===== config.mk =====
export PLATFORM = sky130hd
export DESIGN_NAME = bounded_stack_with_reverse
export DESIGN_NICKNAME = d
export VERILOG_FILES = /design/src/rtl/core/bswr_pkg.sv /design/src/rtl/core/bswr_ctrl.sv /design/src/rtl/core/bswr_datapath.sv /design/src/rtl/core/bounded_stack_with_reverse.sv
export SDC_FILE = /design/constraint.sdc
export NUM_CORES = 1
export LEC_CHECK = 0
export BUFFER_PORTS_ARGS = -buffer_cell sky130_fd_sc_hd__buf_2
export CAP_MARGIN = 15
export CORE_MARGIN = 3
export CORE_UTILIZATION = 65
export CTS_BUF_LIST = sky130_fd_sc_hd__clkbuf_2
export CTS_CLUSTER_DIAMETER = 30
export DETAILED_ROUTE_END_ITERATION = 7
export PLACE_DENSITY_LB_ADDON = 0.1
export SYNTH_ARGS = -nofsm -noshare
export SYNTH_HDL_FRONTEND = slang
export SYNTH_SLANG_ARGS = --single-unit

===== constraint.sdc =====
create_clock -name clock -period 6.7 [get_ports clock]
set_clock_uncertainty 0.15 [all_clocks]
set_input_delay 1.34 -clock clock [delete_from_list [all_inputs] [get_ports clock]]
set_output_delay 1.34 -clock clock [all_outputs]
set_load 0.02 [all_outputs]

===== src/rtl/core/bswr_pkg.sv =====
// Shared types and constants for the bounded stack with reverse.
// Holds the request and response payloads, operation and status codes, and
// the command and status groups between the controller and the datapath.
`default_nettype none

package bswr_pkg;

   localparam int VALUE_W  = 8;
   localparam int POS_W    = 7;
   localparam int OP_W     = 3;
   localparam int COUNT_W  = 7;
   localparam int STATUS_W = 2;

   // Operation codes carried in the request.
   localparam logic [OP_W-1:0] OP_PUSH    = 3'd0;
   localparam logic [OP_W-1:0] OP_POP     = 3'd1;
   localparam logic [OP_W-1:0] OP_PEEK    = 3'd2;
   localparam logic [OP_W-1:0] OP_READ    = 3'd3;
   localparam logic [OP_W-1:0] OP_REVERSE = 3'd4;
   localparam logic [OP_W-1:0] OP_CLEAR   = 3'd5;

   // Status codes returned with every response.
   localparam logic [STATUS_W-1:0] ST_OK        = 2'd0;
   localparam logic [STATUS_W-1:0] ST_OVERFLOW  = 2'd1;
   localparam logic [STATUS_W-1:0] ST_UNDERFLOW = 2'd2;
   localparam logic [STATUS_W-1:0] ST_RANGE     = 2'd3;

   typedef struct packed {
      logic [OP_W-1:0]    op;
      logic [VALUE_W-1:0] push_value;
      logic [POS_W-1:0]   position;
   } req_type;

   typedef struct packed {
      logic [VALUE_W-1:0]  read_value;
      logic [COUNT_W-1:0]  count;
      logic                is_empty;
      logic [STATUS_W-1:0] status;
   } rsp_type;

   // Commands from the controller to the datapath.
   typedef struct packed {
      logic load_req;
      logic exec;
      logic rev_read;
      logic rev_write_lo;
      logic rev_write_hi;
   } cmd_type;

   // Status from the datapath to the controller.
   typedef struct packed {
      logic is_reverse;
      logic rev_more;
   } stat_type;

endpackage

`default_nettype wire


===== src/rtl/core/bswr_ctrl.sv =====
// Controller state machine for the bounded stack with reverse.
// Sequences request capture, execution, the reverse swap loop and the response.
// Depends on bswr_pkg for the command and status groups.
`default_nettype none

module bswr_ctrl (
   input  wire                 clock,
   input  wire                 reset,
   input  wire                 start,
   output logic                busy,
   output logic                rsp_valid,
   input  bswr_pkg::stat_type  stat,
   output bswr_pkg::cmd_type   cmd
);

   typedef enum logic [5:0] {
      S_IDLE      = 6'b000001,
      S_EXEC      = 6'b000010,
      S_RESP      = 6'b000100,
      S_REV_CHECK = 6'b001000,
      S_REV_WLO   = 6'b010000,
      S_REV_WHI   = 6'b100000
   } state_type;

   state_type state_ff, state_in;

   // Next state and commands.
   always_comb begin
      state_in = state_ff;
      cmd      = '0;
      unique case (state_ff)
         S_IDLE: begin
            if (start) begin
               cmd.load_req = 1'b1;
               state_in     = S_EXEC;
            end
         end
         S_EXEC: begin
            cmd.exec = 1'b1;
            state_in = stat.is_reverse ? S_REV_CHECK : S_RESP;
         end
         S_REV_CHECK: begin
            if (stat.rev_more) begin
               cmd.rev_read = 1'b1;
               state_in     = S_REV_WLO;
            end else begin
               state_in = S_RESP;
            end
         end
         S_REV_WLO: begin
            cmd.rev_write_lo = 1'b1;
            state_in         = S_REV_WHI;
         end
         S_REV_WHI: begin
            cmd.rev_write_hi = 1'b1;
            state_in         = S_REV_CHECK;
         end
         S_RESP: begin
            state_in = S_IDLE;
         end
         default: begin
            state_in = S_IDLE;
         end
      endcase
   end

   always_ff @(posedge clock) begin
      if (reset) begin
         state_ff <= S_IDLE;
      end else begin
         state_ff <= state_in;
      end
   end

   assign busy      = (state_ff != S_IDLE);
   assign rsp_valid = (state_ff == S_RESP);

endmodule

`default_nettype wire


===== src/rtl/core/bswr_datapath.sv =====
// Datapath for the bounded stack with reverse: element store, count,
// swap pointers and response registers. Driven by commands from bswr_ctrl.
// Depends on bswr_pkg for payload types, codes and command groups.
`default_nettype none

module bswr_datapath #(
   parameter int DEPTH = 64
) (
   input  wire                 clock,
   input  wire                 reset,
   input  bswr_pkg::req_type   req_in,
   input  bswr_pkg::cmd_type   cmd,
   output bswr_pkg::stat_type  stat,
   output bswr_pkg::rsp_type   rsp
);

   localparam int AW   = $clog2(DEPTH);
   localparam int CW   = $clog2(DEPTH + 1);
   localparam int CMPW = (CW > bswr_pkg::POS_W) ? CW : bswr_pkg::POS_W;

   logic [bswr_pkg::VALUE_W-1:0] mem [DEPTH];

   bswr_pkg::req_type req_ff;
   logic [CW-1:0] count_ff, count_in;
   logic [CW-1:0] lo_ff, lo_in;
   logic [CW-1:0] hi_ff, hi_in;
   logic [bswr_pkg::STATUS_W-1:0] status_ff, status_in;
   logic rd_ok_ff, rd_ok_in;
   logic [bswr_pkg::VALUE_W-1:0] q_a_ff, q_b_ff;

   logic                         we;
   logic [AW-1:0]                waddr;
   logic [bswr_pkg::VALUE_W-1:0] wdata;
   logic                         re_a, re_b;
   logic [AW-1:0]                raddr_a;

   logic            full, empty, pos_ok;
   logic [CW-1:0]   cnt_m1, hi_m1;
   logic [CMPW-1:0] pos_ext, cnt_ext, pos_m1;

   // Bounds and derived addresses.
   assign full    = (count_ff == CW'(DEPTH));
   assign empty   = (count_ff == '0);
   assign cnt_m1  = count_ff - CW'(1);
   assign hi_m1   = hi_ff - CW'(1);
   assign pos_ext = CMPW'(req_ff.position);
   assign cnt_ext = CMPW'(count_ff);
   assign pos_m1  = pos_ext - CMPW'(1);
   assign pos_ok  = (pos_ext != '0) && (pos_ext <= cnt_ext);

   // Operation decode and the reverse swap sequence.
   always_comb begin
      count_in  = count_ff;
      lo_in     = lo_ff;
      hi_in     = hi_ff;
      status_in = status_ff;
      rd_ok_in  = rd_ok_ff;
      we        = 1'b0;
      waddr     = count_ff[AW-1:0];
      wdata     = req_ff.push_value;
      re_a      = 1'b0;
      re_b      = 1'b0;
      raddr_a   = cnt_m1[AW-1:0];

      if (cmd.exec) begin
         status_in = bswr_pkg::ST_OK;
         rd_ok_in  = 1'b0;
         unique case (req_ff.op)
            bswr_pkg::OP_PUSH: begin
               if (full) begin
                  status_in = bswr_pkg::ST_OVERFLOW;
               end else begin
                  we       = 1'b1;
                  count_in = count_ff + CW'(1);
               end
            end
            bswr_pkg::OP_POP: begin
               if (empty) begin
                  status_in = bswr_pkg::ST_UNDERFLOW;
               end else begin
                  re_a     = 1'b1;
                  rd_ok_in = 1'b1;
                  count_in = cnt_m1;
               end
            end
            bswr_pkg::OP_PEEK: begin
               if (empty) begin
                  status_in = bswr_pkg::ST_UNDERFLOW;
               end else begin
                  re_a     = 1'b1;
                  rd_ok_in = 1'b1;
               end
            end
            bswr_pkg::OP_READ: begin
               if (!pos_ok) begin
                  status_in = bswr_pkg::ST_RANGE;
               end else begin
                  re_a     = 1'b1;
                  raddr_a  = pos_m1[AW-1:0];
                  rd_ok_in = 1'b1;
               end
            end
            bswr_pkg::OP_REVERSE: begin
               lo_in = '0;
               hi_in = count_ff;
            end
            bswr_pkg::OP_CLEAR: begin
               count_in = '0;
            end
            default: begin
            end
         endcase
      end

      // Fetch both ends of the remaining span.
      if (cmd.rev_read) begin
         re_a    = 1'b1;
         re_b    = 1'b1;
         raddr_a = lo_ff[AW-1:0];
      end

      // The upper element goes to the low slot first.
      if (cmd.rev_write_lo) begin
         we    = 1'b1;
         waddr = lo_ff[AW-1:0];
         wdata = q_b_ff;
      end

      // Then the lower element goes to the high slot and the span shrinks.
      if (cmd.rev_write_hi) begin
         we    = 1'b1;
         waddr = hi_m1[AW-1:0];
         wdata = q_a_ff;
         lo_in = lo_ff + CW'(1);
         hi_in = hi_m1;
      end
   end

   // Element store with registered reads.
   always_ff @(posedge clock) begin
      if (we) begin
         mem[waddr] <= wdata;
      end
      if (re_a) begin
         q_a_ff <= mem[raddr_a];
      end
      if (re_b) begin
         q_b_ff <= mem[hi_m1[AW-1:0]];
      end
   end

   // Request capture and working registers.
   always_ff @(posedge clock) begin
      if (cmd.load_req) begin
         req_ff <= req_in;
      end
      lo_ff     <= lo_in;
      hi_ff     <= hi_in;
      status_ff <= status_in;
      rd_ok_ff  <= rd_ok_in;
   end

   always_ff @(posedge clock) begin
      if (reset) begin
         count_ff <= '0;
      end else begin
         count_ff <= count_in;
      end
   end

   assign stat.is_reverse = (req_ff.op == bswr_pkg::OP_REVERSE);
   assign stat.rev_more   = (hi_ff > (lo_ff + CW'(1)));

   // Response fields.
   assign rsp.read_value = rd_ok_ff ? q_a_ff : '0;
   assign rsp.count      = bswr_pkg::COUNT_W'(count_ff);
   assign rsp.is_empty   = empty;
   assign rsp.status     = status_ff;

endmodule

`default_nettype wire


===== src/rtl/core/bounded_stack_with_reverse.sv =====
// Bounded LIFO stack of bytes with push, pop, peek, positional read, reverse, clear.
// Sequence: an accepted request passes through an execute state to the response state;
// a reverse of n elements first runs floor(n/2) swaps, one per pass through the check,
// low-write and high-write states.
// A new request is taken only when the block is idle again, after its response.
// Reset clears the element count; the store holds no reset value, and the receiver
// cannot stall: each response is shown for one cycle only.
`default_nettype none

module bounded_stack_with_reverse #(
   parameter int DEPTH = 64
) (
   input  wire                clock,
   input  wire                reset,
   input  wire                start,
   output logic               busy,
   input  bswr_pkg::req_type  req_data,
   output logic               rsp_valid,
   output bswr_pkg::rsp_type  rsp_data
);

   bswr_pkg::cmd_type  cmd;
   bswr_pkg::stat_type stat;

   // Controller.
   bswr_ctrl u_ctrl (
      .clock     (clock),
      .reset     (reset),
      .start     (start),
      .busy      (busy),
      .rsp_valid (rsp_valid),
      .stat      (stat),
      .cmd       (cmd)
   );

   // Datapath.
   bswr_datapath #(
      .DEPTH (DEPTH)
   ) u_datapath (
      .clock  (clock),
      .reset  (reset),
      .req_in (req_data),
      .cmd    (cmd),
      .stat   (stat),
      .rsp    (rsp_data)
   );

endmodule

`default_nettype wire


Yosys cells after proc, flatten, opt, wreduce, memory -nomap -nowiden

Memory sizes are Yosys's and may differ from the RTL's. A register that Yosys moved wholly into a read port is not among the register bits.
Index checks and enable logic that the tools add are counted.

Flip-flop bits (word level): 48
Bits in latches: 0
Memory bits (writable): 512
Memory bits (read-only): 0
Input port bits: 21
Output and inout port bits: 20
Logic and storage cells: 89
Memories: 1

Add/subtract/negate cells: 5
$mul: 0
Div/mod/pow operators: 0
$lt $le $gt $ge: 2
Equal/unequal tests: 16
Shift operators: 0
Muxes and demuxes: 46
Bitwise gates (word level): 0
Reductions and logical operators: 10

Memory list:

| name           | depth | bits a word | read ports | clocked after Yosys merged registers in | wr ports | RTL line            | RTL |
|---|---|---|---|---|---|---|---|
| u_datapath.mem | 64    | 8           | 2          | 2                                       | 1        | bswr_datapath.sv:21 | `logic [bswr_pkg::VALUE_W-1:0] mem [DEPTH];` |

Operators by type and width:

| kind                  | count |
|---|---|
| $mux W7               | 8 |
| $mux W6               | 7 |
| $pmux W6 S5           | 1 |
| $mux W8               | 3 |
| $pmux W7 S3           | 1 |
| $mux W1               | 20 |
| $add A7 B1 Y7 const B | 2 |
| $sub A7 B1 Y7 const B | 2 |
| $eq A7 B7 Y1 const B  | 1 |
| $gt A7 B7 Y1          | 1 |
| $le A7 B7 Y1          | 1 |
| $logic_not A7 Y1      | 1 |
| $reduce_bool A7 Y1    | 1 |
| $eq A3 B2 Y1 const B  | 2 |
| $eq A3 B3 Y1 const B  | 2 |
| $eq A6 B1 Y1 const B  | 1 |
| $eq A6 B2 Y1 const B  | 1 |
| $eq A6 B3 Y1 const B  | 1 |
| $eq A6 B4 Y1 const B  | 1 |
| $eq A6 B5 Y1 const B  | 1 |
| $eq A6 B6 Y1 const B  | 1 |
| $ne A2 B2 Y1 const B  | 3 |
| $ne A6 B1 Y1 const B  | 1 |
| $pmux W2 S3           | 1 |
| other kinds (13)      | 15 |

Longest topological paths before layout

Gate-level depths: netlist of run 1.

Depth after elaboration: 8
Mapped depth: 20
Depth with buffers taken out: 16

Cells and area by module

A second synthesis of run 1 with hierarchy kept.

Cell total of the unflattened synthesis: 1,925
Area total of the unflattened synthesis: 28,013.1 µm²

Modules (own cells, without submodules):

| module        | instances | cells each | area an instance (µm²) | seq. area each (µm²) |
|---|---|---|---|---|
| bswr_datapath | 1         | 1,886      | 27,681.5               | 17,046.3 |
| bswr_ctrl     | 1         | 39         | 331.6                  | 120.1 |

Worst setup path before layout of run 1

OpenSTA, ideal clock, no wires.

Path kind: reg-to-reg
From: reg u_ctrl.state_ff[0]
To: mem u_datapath.mem[0][0] (netlist name), data pin
Setup time: 702 ps
Arrival: 3,993 ps
Data required time: 5,848 ps
Path slack: 1,855 ps
Stages on the path, launching flop included: 7
Path buffers: 2
Period minus slack after synthesis: 4,845 ps
Cells stage by stage: dfxtp_1 > nor4_1 > nand3b_1 > clkbuf_1 > clkbuf_1 > mux2i_1 > o21ai_0

Longest elaborated chain between the ends: 4
Elaborated cells on any way between the ends: 6
Classes of those cells: eq/ne (2); mux (4)

RTL lines:

| item                           | RTL line             | RTL |
|---|---|---|
| start, declared                | bswr_ctrl.sv:25      | `state_type state_ff, state_in;` |
| start signal, assigned         | bswr_ctrl.sv:71      | `state_ff <= state_in;` |
| $eq A6 B5 Y1                   | bswr_ctrl.sv:31      | `unique case (state_ff)` |
| $mux W1                        | bswr_ctrl.sv:31      |  |
| $mux W8                        | bswr_datapath.sv:123 | `if (cmd.rev_write_lo) begin` |
| $mux W8 *                      | bswr_datapath.sv:130 | `if (cmd.rev_write_hi) begin` |
| via u_datapath.wdata (one bit) | bswr_datapath.sv:33  | `logic [bswr_pkg::VALUE_W-1:0] wdata;` |
| end, declared                  | bswr_datapath.sv:21  |  |

Mark *: on every way through the listed nets, which the timed path passes. The rest lies on a longest branch.

Worst setup path in the final report of run 1

From: reg u_datapath.lo_ff[0]
To: reg u_datapath.q_a_ff[4] (netlist name) (read register of u_datapath.mem), data pin

Longest elaborated chain between the ends: 5
Elaborated cells on any way between the ends: 6
Classes of those cells: add/sub (1); order compare (1); mux (4)

RTL lines:

| item                                      | RTL line             | RTL |
|---|---|---|
| start, declared                           | bswr_datapath.sv:25  | `logic [CW-1:0] lo_ff, lo_in;` |
| start signal, assigned                    | bswr_datapath.sv:157 | `lo_ff <= lo_in;` |
| $add A7 B1 Y7                             | bswr_datapath.sv:172 | `assign stat.rev_more = (hi_ff > (lo_ff + CW'(1)));` |
| $gt A7 B7 Y1                              | bswr_datapath.sv:172 |  |
| $mux W1                                   | bswr_ctrl.sv:43      | `if (stat.rev_more) begin` |
| $mux W1                                   | bswr_ctrl.sv:31      |  |
| $mux W6 / $mux W1 (equally long branches) | bswr_datapath.sv:116 | `if (cmd.rev_read) begin` |
| end, declared                             | bswr_datapath.sv:29  | `logic [bswr_pkg::VALUE_W-1:0] q_a_ff, q_b_ff;` |

Several ways; a longest one is shown, not always the timed one.
A chain may end at the register's enable or synchronous reset.

==> qor.txt, run 1 <==
TIMING
-------------------------------------------------------------------------------------
Period utilisation layout                                                       84.6%
Min cycle time layout                                                         5670 ps
Transition time at the pin with the least slew margin                         1150 ps
Final count of hold timing violations                                               0
Max Freq                                                                      176 MHz
Final setup violation count                                                         0
Accumulated negative setup slack                                                 0 ps
Slew headroom                                                                   22.9%
Max-slew violation total from the final report                                      0
Unrepaired setup endpoints after global routing                                 false

SYNTH
-------------------------------------------------------------------------------------
Dominant synthesized flop cell                                           sky130_fd_sc_hd__edfxtp_1
Average size of a mapped cell                                              13.4 sq um
Dominant cells by area after synthesis                                   sky130_fd_sc_hd__edfxtp_1, sky130_fd_sc_hd__mux4_2, sky130_fd_sc_hd__nand2_1
Ys async rst share                                                                 0%
Number of distinct library cells after synthesis                                   66
Synth Register Bits                                                               576
Total nets after synthesis                                                       2155
Library cell with the largest summed area after synthesis                sky130_fd_sc_hd__edfxtp_1
Gate count after technology mapping                                              2114
Proportion of netlist area held by the largest area contributor                 59.7%
Seq/Total Area, Yosys                                                           60.6%
Total number of yosys warnings                                                      0
Number of enable flip-flop cells after synthesis                                  563
Summed instance area of the synthesized netlist                          0.0283 sq mm

PLACE
-------------------------------------------------------------------------------------
Instance count after placement with tap cells included                           2636
Count of buffers inserted at the top-level ports                                   40
Hpwl dp                                                                       52.5 mm
Final Wtd Congestion                                                            0.955

DETAILED ROUTING
-------------------------------------------------------------------------------------
Routed metal-1 wirelength                                                     29.6 mm
Initial drt markers                                                              3269
Antenna Nets Post-Route                                                             0
Total number of vias                                                            20300
Top routing layer used                                                           met4
Final routed DRC violation total                                                    2
Average wire per standard cell                                           28.0 microns
First-pass detailed-route iteration total                                           8
Via/cell ratio                                                                   6.94
Met3 Wirelength                                                               11.4 mm
Final wirelength                                                              81.7 mm
Total length of routed met2 wires                                             36.5 mm

CLOCK TREE
-------------------------------------------------------------------------------------
Clock-pin slew of the registers on the worst-case setup and hold paths         100 ps
Number of levels the H-tree was split into                                          4
Cts bufs inserted                                                                 149
Worst-skew pair later-pin latency                                             1360 ps
Buffers inserted by post-CTS timing repair                                          0
Number of sinks driven by the clock tree                                          576
Clock Path Buffers                                                                  3
Library cell used as clock root buffer                                   sky130_fd_sc_hd__clkbuf_2
TritonCTS clock tree                                                            built

FLOW RUN
-------------------------------------------------------------------------------------
Max-cap check violation count                                                       0

SETUP PATH
-------------------------------------------------------------------------------------
Worst Reg-to-Reg Cells                                                             18
Arrival @ worst endpoint                                                      6750 ps
Endpoint of the worst-slack reg-to-reg timing path                       u_datapath.q_a_ff[4]
Type of the worst setup path                                               reg -> reg
Reg-to-reg startpoint                                                    u_datapath.lo_ff[0]
Critical path launch point type                                             flip-flop
Endpoint class of the critical path                                         flip-flop
Maximum fanout encountered on the critical timing path                             85
Worst setup endpoint                                                     u_datapath.q_a_ff[4]
Setup crit start                                                         u_datapath.lo_ff[0]
Slack of the worst reg-to-reg path                                            1030 ps
Worst EP required                                                             7780 ps

FLOORPLANNING
-------------------------------------------------------------------------------------
Cell row count                                                                     75
I/O pins                                                                           41
Initial standard-cell utilization of the core                                   66.7%
Overall die area                                                         0.0461 sq mm
Die boundary width                                                        215 microns
Die Ht                                                                    215 microns
Std-Cell Core Area                                                       0.0425 sq mm

GLOBAL ROUTING
-------------------------------------------------------------------------------------
Total congestion overflow after global routing                                      0
Pin count of the biggest net entering global routing                               86
Via count of the first global-routing pass                                      19800
GRT Resource Usage Total                                                        35.7%
First-pass GRT wire length                                                     122 mm
Initial antenna violation count                                                     1

MIN PATH
-------------------------------------------------------------------------------------
Hold/Removal Path Class                                                     in -> reg

FINISH
-------------------------------------------------------------------------------------
Leading cell types in the layout, fill and taps excluded                 sky130_fd_sc_hd__edfxtp_1, sky130_fd_sc_hd__nand2_1, sky130_fd_sc_hd__clkbuf_2, sky130_fd_sc_hd__mux4_2, sky130_fd_sc_hd__nand3_1
Commonest non-fill, non-tap cell in the layout                           sky130_fd_sc_hd__edfxtp_1
Share of final-layout standard cells stronger than drive strength 1             21.4%
Area delta synth->final                                                         8.51%
Non-Filler Instances                                                             2920
Fillcell total                                                                   2902
Count of nets after finishing                                                    2269

POWER AND IR DROP
-------------------------------------------------------------------------------------
Power, Total                                                                0.00684 W
Power per unit of standard cell area                                      222 mW/mm^2
Worst voltage drop across the vdd grid                                       0.148 mV
Leakage Power                                                                 11.0 nW

RUN STATUS
-------------------------------------------------------------------------------------
Outcome                                                                  finished, violations left
Failing checks                                                           design-rule violations

routing by layer:
metal / up-vias / track usage [%]
met3: 282 / 11.8
met2: 1696 / 52.8
met5: - / 0.104
met4: 0 / 16.9
li1: 8493 / -
met1: 9795 / 48.8
critical path: stages, from the launching register on:
cell and delay (ps):
sky130_fd_sc_hd__edfxtp_1 610, sky130_fd_sc_hd__ha_1 210, sky130_fd_sc_hd__and3_1 190, sky130_fd_sc_hd__nand3_1 100, sky130_fd_sc_hd__xor2_1 180, sky130_fd_sc_hd__ha_1 330
sky130_fd_sc_hd__nand4_1 130, sky130_fd_sc_hd__a21oi_1 180, sky130_fd_sc_hd__o211ai_1 120, sky130_fd_sc_hd__buf_4 190, sky130_fd_sc_hd__inv_1 500, sky130_fd_sc_hd__nand2_1 340
sky130_fd_sc_hd__nand3_4 190, sky130_fd_sc_hd__buf_4 790, sky130_fd_sc_hd__nand2_1 120, sky130_fd_sc_hd__a22oi_1 220, sky130_fd_sc_hd__nor2_1 60, sky130_fd_sc_hd__nor4_1 590
sky130_fd_sc_hd__a211o_1 250
report_power, final:
part	leakage, nW	switching [W]	total [W]	internal [W]
clock	1.04	0.00146	0.00249	0.00103
sequential	5.17	0.0000138	0.00400	0.00398
combinational	4.83	0.000249	0.000351	0.000102
metrics by stage:
stage          util, %  instance area, sq um  setup slack [ps]  hold slack, ps
5_1_grt           72.3                 30700               707             142
3_3_place_gp      68.6                 29200              1310             429
3_5_place_dp      68.6                 29200              1160             426
2_1_floorplan        -                 28300              1860             398
4_1_cts           72.3                 30700              1170            74.2
6_report          72.3                 30700              1030             172
synth_stat cells (3+ instances only):
cell type	instances
sky130_fd_sc_hd__a22oi_1	11
sky130_fd_sc_hd__a32oi_1	6
sky130_fd_sc_hd__nor2b_1	13
sky130_fd_sc_hd__nand2b_1	4
sky130_fd_sc_hd__dfxtp_1	13
sky130_fd_sc_hd__a211oi_1	20
sky130_fd_sc_hd__ha_1	20
sky130_fd_sc_hd__nor2_1	123
sky130_fd_sc_hd__nor4_1	11
sky130_fd_sc_hd__a31oi_1	6
sky130_fd_sc_hd__and3_1	7
sky130_fd_sc_hd__nor3_1	46
sky130_fd_sc_hd__a311oi_1	3
sky130_fd_sc_hd__a21boi_0	4
sky130_fd_sc_hd__mux4_2	160
sky130_fd_sc_hd__o31ai_1	3
sky130_fd_sc_hd__nand3b_1	7
sky130_fd_sc_hd__inv_1	21
sky130_fd_sc_hd__nand2_1	364
sky130_fd_sc_hd__nand3_1	159
sky130_fd_sc_hd__o22ai_1	24
sky130_fd_sc_hd__a21oi_1	120
sky130_fd_sc_hd__a221oi_1	5
sky130_fd_sc_hd__and2_1	12
sky130_fd_sc_hd__buf_2	28
sky130_fd_sc_hd__mux2i_1	122
sky130_fd_sc_hd__clkbuf_1	74
sky130_fd_sc_hd__buf_6	5
sky130_fd_sc_hd__a211o_1	9
sky130_fd_sc_hd__o21ai_0	43
sky130_fd_sc_hd__o21a_1	3
sky130_fd_sc_hd__xnor2_1	9
sky130_fd_sc_hd__buf_4	15
sky130_fd_sc_hd__xor2_1	10
sky130_fd_sc_hd__nand4_1	7
sky130_fd_sc_hd__o211ai_1	6
sky130_fd_sc_hd__edfxtp_1	563
sky130_fd_sc_hd__o2111ai_1	7
sky130_fd_sc_hd__buf_1	14
sky130_fd_sc_hd__or2_2	4
cell families (layout without fill, tap and decap cells):
| kind of cell | after synthesis | count (layout) | synth area share, % |
|---|---|---|---|
| adders and majority gates | 20 | 20 | 0.883 |
| DFF | 576 | 576 | 60.6 |
| and+or+nand+nor | 770 | 770 | 11.9 |
| muxes | 282 | 282 | 17.0 |
| buffers and inverters | 158 | 385 | 2.61 |
| xor gates and xnor gates | 19 | 19 | 0.587 |
| other | 0 | 2 | 0 |
| AOI/OAI and AO/OA | 289 | 289 | 6.38 |
what timing repair did:
| action | 4_1_cts | 5_1_grt |
|---|---|---|
| hold buffers | 18 | 0 |
| setup endpoints to repair | 0 | 0 |
| gates resized for setup | 0 | 0 |
| endpoints found under the hold margin | 18 | 0 |
cell type report:
class,instances,area [sq um],share of cell area [%]
inverters,21,78.8,0.256
repair buffers,100,733,2.38
clock inverters,61,395,1.29
clock buffers,203,1020,3.30
diodes,2,5.00,0.0163
multi-input cells,1380,10600,34.6
flip-flops and latches,576,17200,55.8
well taps,577,722,2.35
worst min-delay path by stage:
stage                                     start                     to  cells after the start
after floorplan              u_ctrl.state_ff[2]     u_ctrl.state_ff[0]                      1
after global placement    u_datapath.cnt_ext[6]  u_datapath.cnt_ext[6]                      2
after detailed placement  u_datapath.cnt_ext[6]  u_datapath.cnt_ext[6]                      2
after CTS                                 start     u_ctrl.state_ff[1]                      3
after global routing                      reset  u_datapath.cnt_ext[0]                      2
final                                     start     u_ctrl.state_ff[1]                      3
flip-flops by register name (all words and copies together) (netlist names):
| signal | count |
|---|---|
| u_datapath.rd_ok_ff | 1 |
| u_datapath.q_b_ff | 8 |
| u_datapath.pos_ext | 7 |
| u_datapath.mem | 512 |
| u_datapath.q_a_ff | 8 |
| u_datapath.req_ff | 11 |
| u_datapath.hi_ff | 7 |
| u_datapath.lo_ff | 7 |
| u_ctrl.state_ff | 6 |
| u_datapath.cnt_ext | 7 |
| u_datapath.status_ff | 2 |
No activity file was read; power rests on OpenSTA's default activity.
==> inputs of run 2 (changes only) <==
==> constraint.sdc (replaced) <==
create_clock -name clock -period 5.34 [get_ports clock]
set_clock_uncertainty 0.15 [all_clocks]
set_input_delay 1.068 -clock clock [delete_from_list [all_inputs] [get_ports clock]]
set_output_delay 1.068 -clock clock [all_outputs]
set_load 0.02 [all_outputs]
==> run 2 against run 1 <==
The flow now finishes without violations. Via count is 2.6% higher. Cell count is 2.5% higher. Design area is 1.9% higher. Critical path depth stayed put. Register-to-register slack worse by 700 ps. Critical endpoint is now u_datapath.q_a_ff[0]. Highest routed layer unchanged.
==> qor.txt, run 2 (synthesis results as in run 1) <==
RUN STATUS
-------------------------------------------------------------------------------------
Outcome                                                                  complete, no violations

SETUP PATH
-------------------------------------------------------------------------------------
Cell repeated most along the worst path                                  sky130_fd_sc_hd__ha_1
Cell family with the largest share of critical-path delay                compound AO/OA/AOI/OAI gates
Critical path launch point type                                             flip-flop
Worst EP required                                                             6290 ps
Endpoint class of the critical path                                         flip-flop
Arrival @ worst endpoint                                                      5960 ps
Worst Reg-to-Reg Cells                                                             18
Slack of the worst reg-to-reg path                                             330 ps
Slowest cell on the critical path                                        sky130_fd_sc_hd__edfxtp_1
Total number of cells along the worst setup path                                   18
Type of the worst setup path                                               reg -> reg
Cell-by-cell listing of the critical path                                ha_1 -> and3_1 -> nand3_1 -> xor2_1 -> ha_1 -> nand4_1 -> a21oi_1 -> o211ai_1 -> inv_1 -> buf_4 -> nand2_1 -> o31ai_4 -> clkbuf_16 -> mux2i_1 -> o22ai_1 -> o21ai_1 -> o2111ai_1 -> a211o_1
Maximum single-stage delay on the critical path                                450 ps
Sum of buffers and inverters on the critical path                                   3
Maximum fanout encountered on the critical timing path                             39

FINISH
-------------------------------------------------------------------------------------
Fillcell total                                                                   2823
Area delta synth->final                                                         10.5%
Reg area                                                                 0.0172 sq mm
Commonest non-fill, non-tap cell in the layout                           sky130_fd_sc_hd__edfxtp_1
Max FFs per register                                                              512
Area of the multi-input gates                                            0.0106 sq mm
Count of nets after finishing                                                    2341
Non-Filler Instances                                                             2992
Leading cell types in the layout, fill and taps excluded                 sky130_fd_sc_hd__edfxtp_1, sky130_fd_sc_hd__nand2_1, sky130_fd_sc_hd__clkbuf_2, sky130_fd_sc_hd__mux4_2, sky130_fd_sc_hd__nand3_1
Share of final-layout standard cells stronger than drive strength 1             23.8%
Biggest regs                                                             u_datapath.mem: 512 flops, u_datapath.req_ff: 11 flops
Register with the most flip-flops                                        u_datapath.mem

TIMING
-------------------------------------------------------------------------------------
Final worst-path setup slack                                                   329 ps
Final setup violation count                                                         0
Accumulated negative setup slack                                                 0 ps
Period utilisation layout                                                       93.8%
Slew headroom                                                                   32.5%
Transition time at the pin with the least slew margin                         1010 ps
Unrepaired setup endpoints after global routing                                 false
Final count of hold timing violations                                               0
Min cycle time layout                                                         5010 ps
Max Freq                                                                      200 MHz
Max-slew violation total from the final report                                      0

CLOCK TREE
-------------------------------------------------------------------------------------
Worst-skew pair later-pin latency                                             1360 ps
Library cell used as clock root buffer                                   sky130_fd_sc_hd__clkbuf_2
Clock-pin slew of the registers on the worst-case setup and hold paths         100 ps
Cts bufs inserted                                                                 152
Number of levels the H-tree was split into                                          4
Clock Path Buffers                                                                  3
Number of sinks driven by the clock tree                                          576
TritonCTS clock tree                                                            built

PLACE
-------------------------------------------------------------------------------------
Hpwl dp                                                                       55.9 mm
Instance count after placement with tap cells included                           2698
Count of buffers inserted at the top-level ports                                   40
Worst slack at placement                                                      1.82 ps
Final Wtd Congestion                                                            0.998

FLOW RUN
-------------------------------------------------------------------------------------
Max-cap check violation count                                                       0

DETAILED ROUTING
-------------------------------------------------------------------------------------
Total number of vias                                                            20800
Final routed DRC violation total                                                    0
Final wirelength                                                              85.5 mm
Antenna Nets Post-Route                                                             0
Via/cell ratio                                                                   6.95
Average wire per standard cell                                           28.6 microns
First-pass detailed-route iteration total                                           6
Initial drt markers                                                              3576

POWER AND IR DROP
-------------------------------------------------------------------------------------
Sw Pwr                                                                      0.00221 W
Internal                                                                    0.00636 W
Power per unit of standard cell area                                      273 mW/mm^2
Seq pwr share                                                                   58.5%
Worst voltage drop across the vdd grid                                       0.220 mV
Proportion of power drawn by combinational gates                                 5.3%
Leakage Power                                                                 11.4 nW
Net Sw Frac                                                                     25.8%
Clock network fraction of design power                                          36.1%

GLOBAL ROUTING
-------------------------------------------------------------------------------------
Via count of the first global-routing pass                                      20000
Total congestion overflow after global routing                                      0
Initial antenna violation count                                                     2
Pin count of the biggest net entering global routing                               88
GRT Resource Usage Total                                                        37.3%
First-pass GRT wire length                                                     127 mm

FLOORPLANNING
-------------------------------------------------------------------------------------
Cell row count                                                                     75
Die Ht                                                                    215 microns
I/O pins                                                                           41
Overall die area                                                         0.0461 sq mm
Initial standard-cell utilization of the core                                   66.7%
Std-Cell Core Area                                                       0.0425 sq mm
Die boundary width                                                        215 microns

MIN PATH
-------------------------------------------------------------------------------------
Hold/Removal Path Class                                                     in -> reg
Hold-critical path depth                                                            2

## run 2: cell types whose count changed in the layout (fill, tap and decap cells not counted), sizes merged, moves of 2 or more
| cell | previous run | this run |
|---|---|---|
| clkbuf | 203 | 212 |
| dlygate4sd3 | 18 | 21 |
| bufinv | 5 | 3 |
| clkinvlp | 3 | 1 |
| clkinv | 48 | 46 |
| buf | 82 | 147 |
## run 2: area by class of cell
type	instances	share of cell area, %
flip-flops and latches	576	54.8
multi-input cells	1380	34.0
repair buffers	169	4.29
clock inverters	55	0.971
clock buffers	211	3.37
diodes	3	0.0240
well taps	577	2.30
inverters	21	0.252
## run 2: per-stage QoR
| step | area, sq um | power, W | util [%] | hold WS, ps |
|---|---|---|---|---|
| after floorplan | 28300 | 0.00538 | - | 398 |
| after global placement | 29700 | 0.00553 | 69.8 | 428 |
| after detailed placement | 29700 | 0.00554 | 69.8 | 426 |
| after CTS | 31300 | 0.00857 | 73.5 | 126 |
| after global routing | 31300 | 0.00887 | 73.7 | 198 |
| final | 31300 | 0.00857 | 73.7 | 276 |
## run 2: power groups by stage
stage          logic [W]  clock network (W)  registers (W)
3_3_place_gp    0.000412                  0        0.00512
4_1_cts         0.000441            0.00312        0.00501
6_report        0.000457            0.00309        0.00501
5_1_grt         0.000484            0.00337        0.00502
3_5_place_dp    0.000428                  0        0.00512
2_1_floorplan   0.000259                  0        0.00512
## run 2: routing by layer
metal,GRT usage [%],wire (microns)
met3,14.5,12600
met1,51.0,31000
met4,15.3,3510
met2,54.5,38400
met5,0,0
## run 2: path summary, 6_finish.rpt
path | start | to
max | u_datapath.lo_ff[1] | u_datapath.q_a_ff[0]
min | req_data[10] | u_datapath.req_ff[10]
max reg2reg | u_datapath.lo_ff[1] | u_datapath.q_a_ff[0]
min reg2reg | u_datapath.cnt_ext[6] | u_datapath.cnt_ext[6]
## run 2: worst register-to-register path, delay by kind of cell, from the launching register on
kind,cells,cell delay [ps]
buffers and inverters,3,930
XOR/XNOR,1,180
AND/OR/NAND/NOR,4,540
adder cells (fa/ha/maj),2,500
flip-flops,1,450
multiplexers,1,410
AO/OA/AOI/OAI,7,1690
## run 2: timing repair
item / 4_1_cts / 5_1_grt
resized for setup: 0 / 7
endpoints found under the setup margin: 0 / 8
hold endpoints to repair: 27 / 0
buffers inserted: 0 / 3
hold buffers: 21 / 0
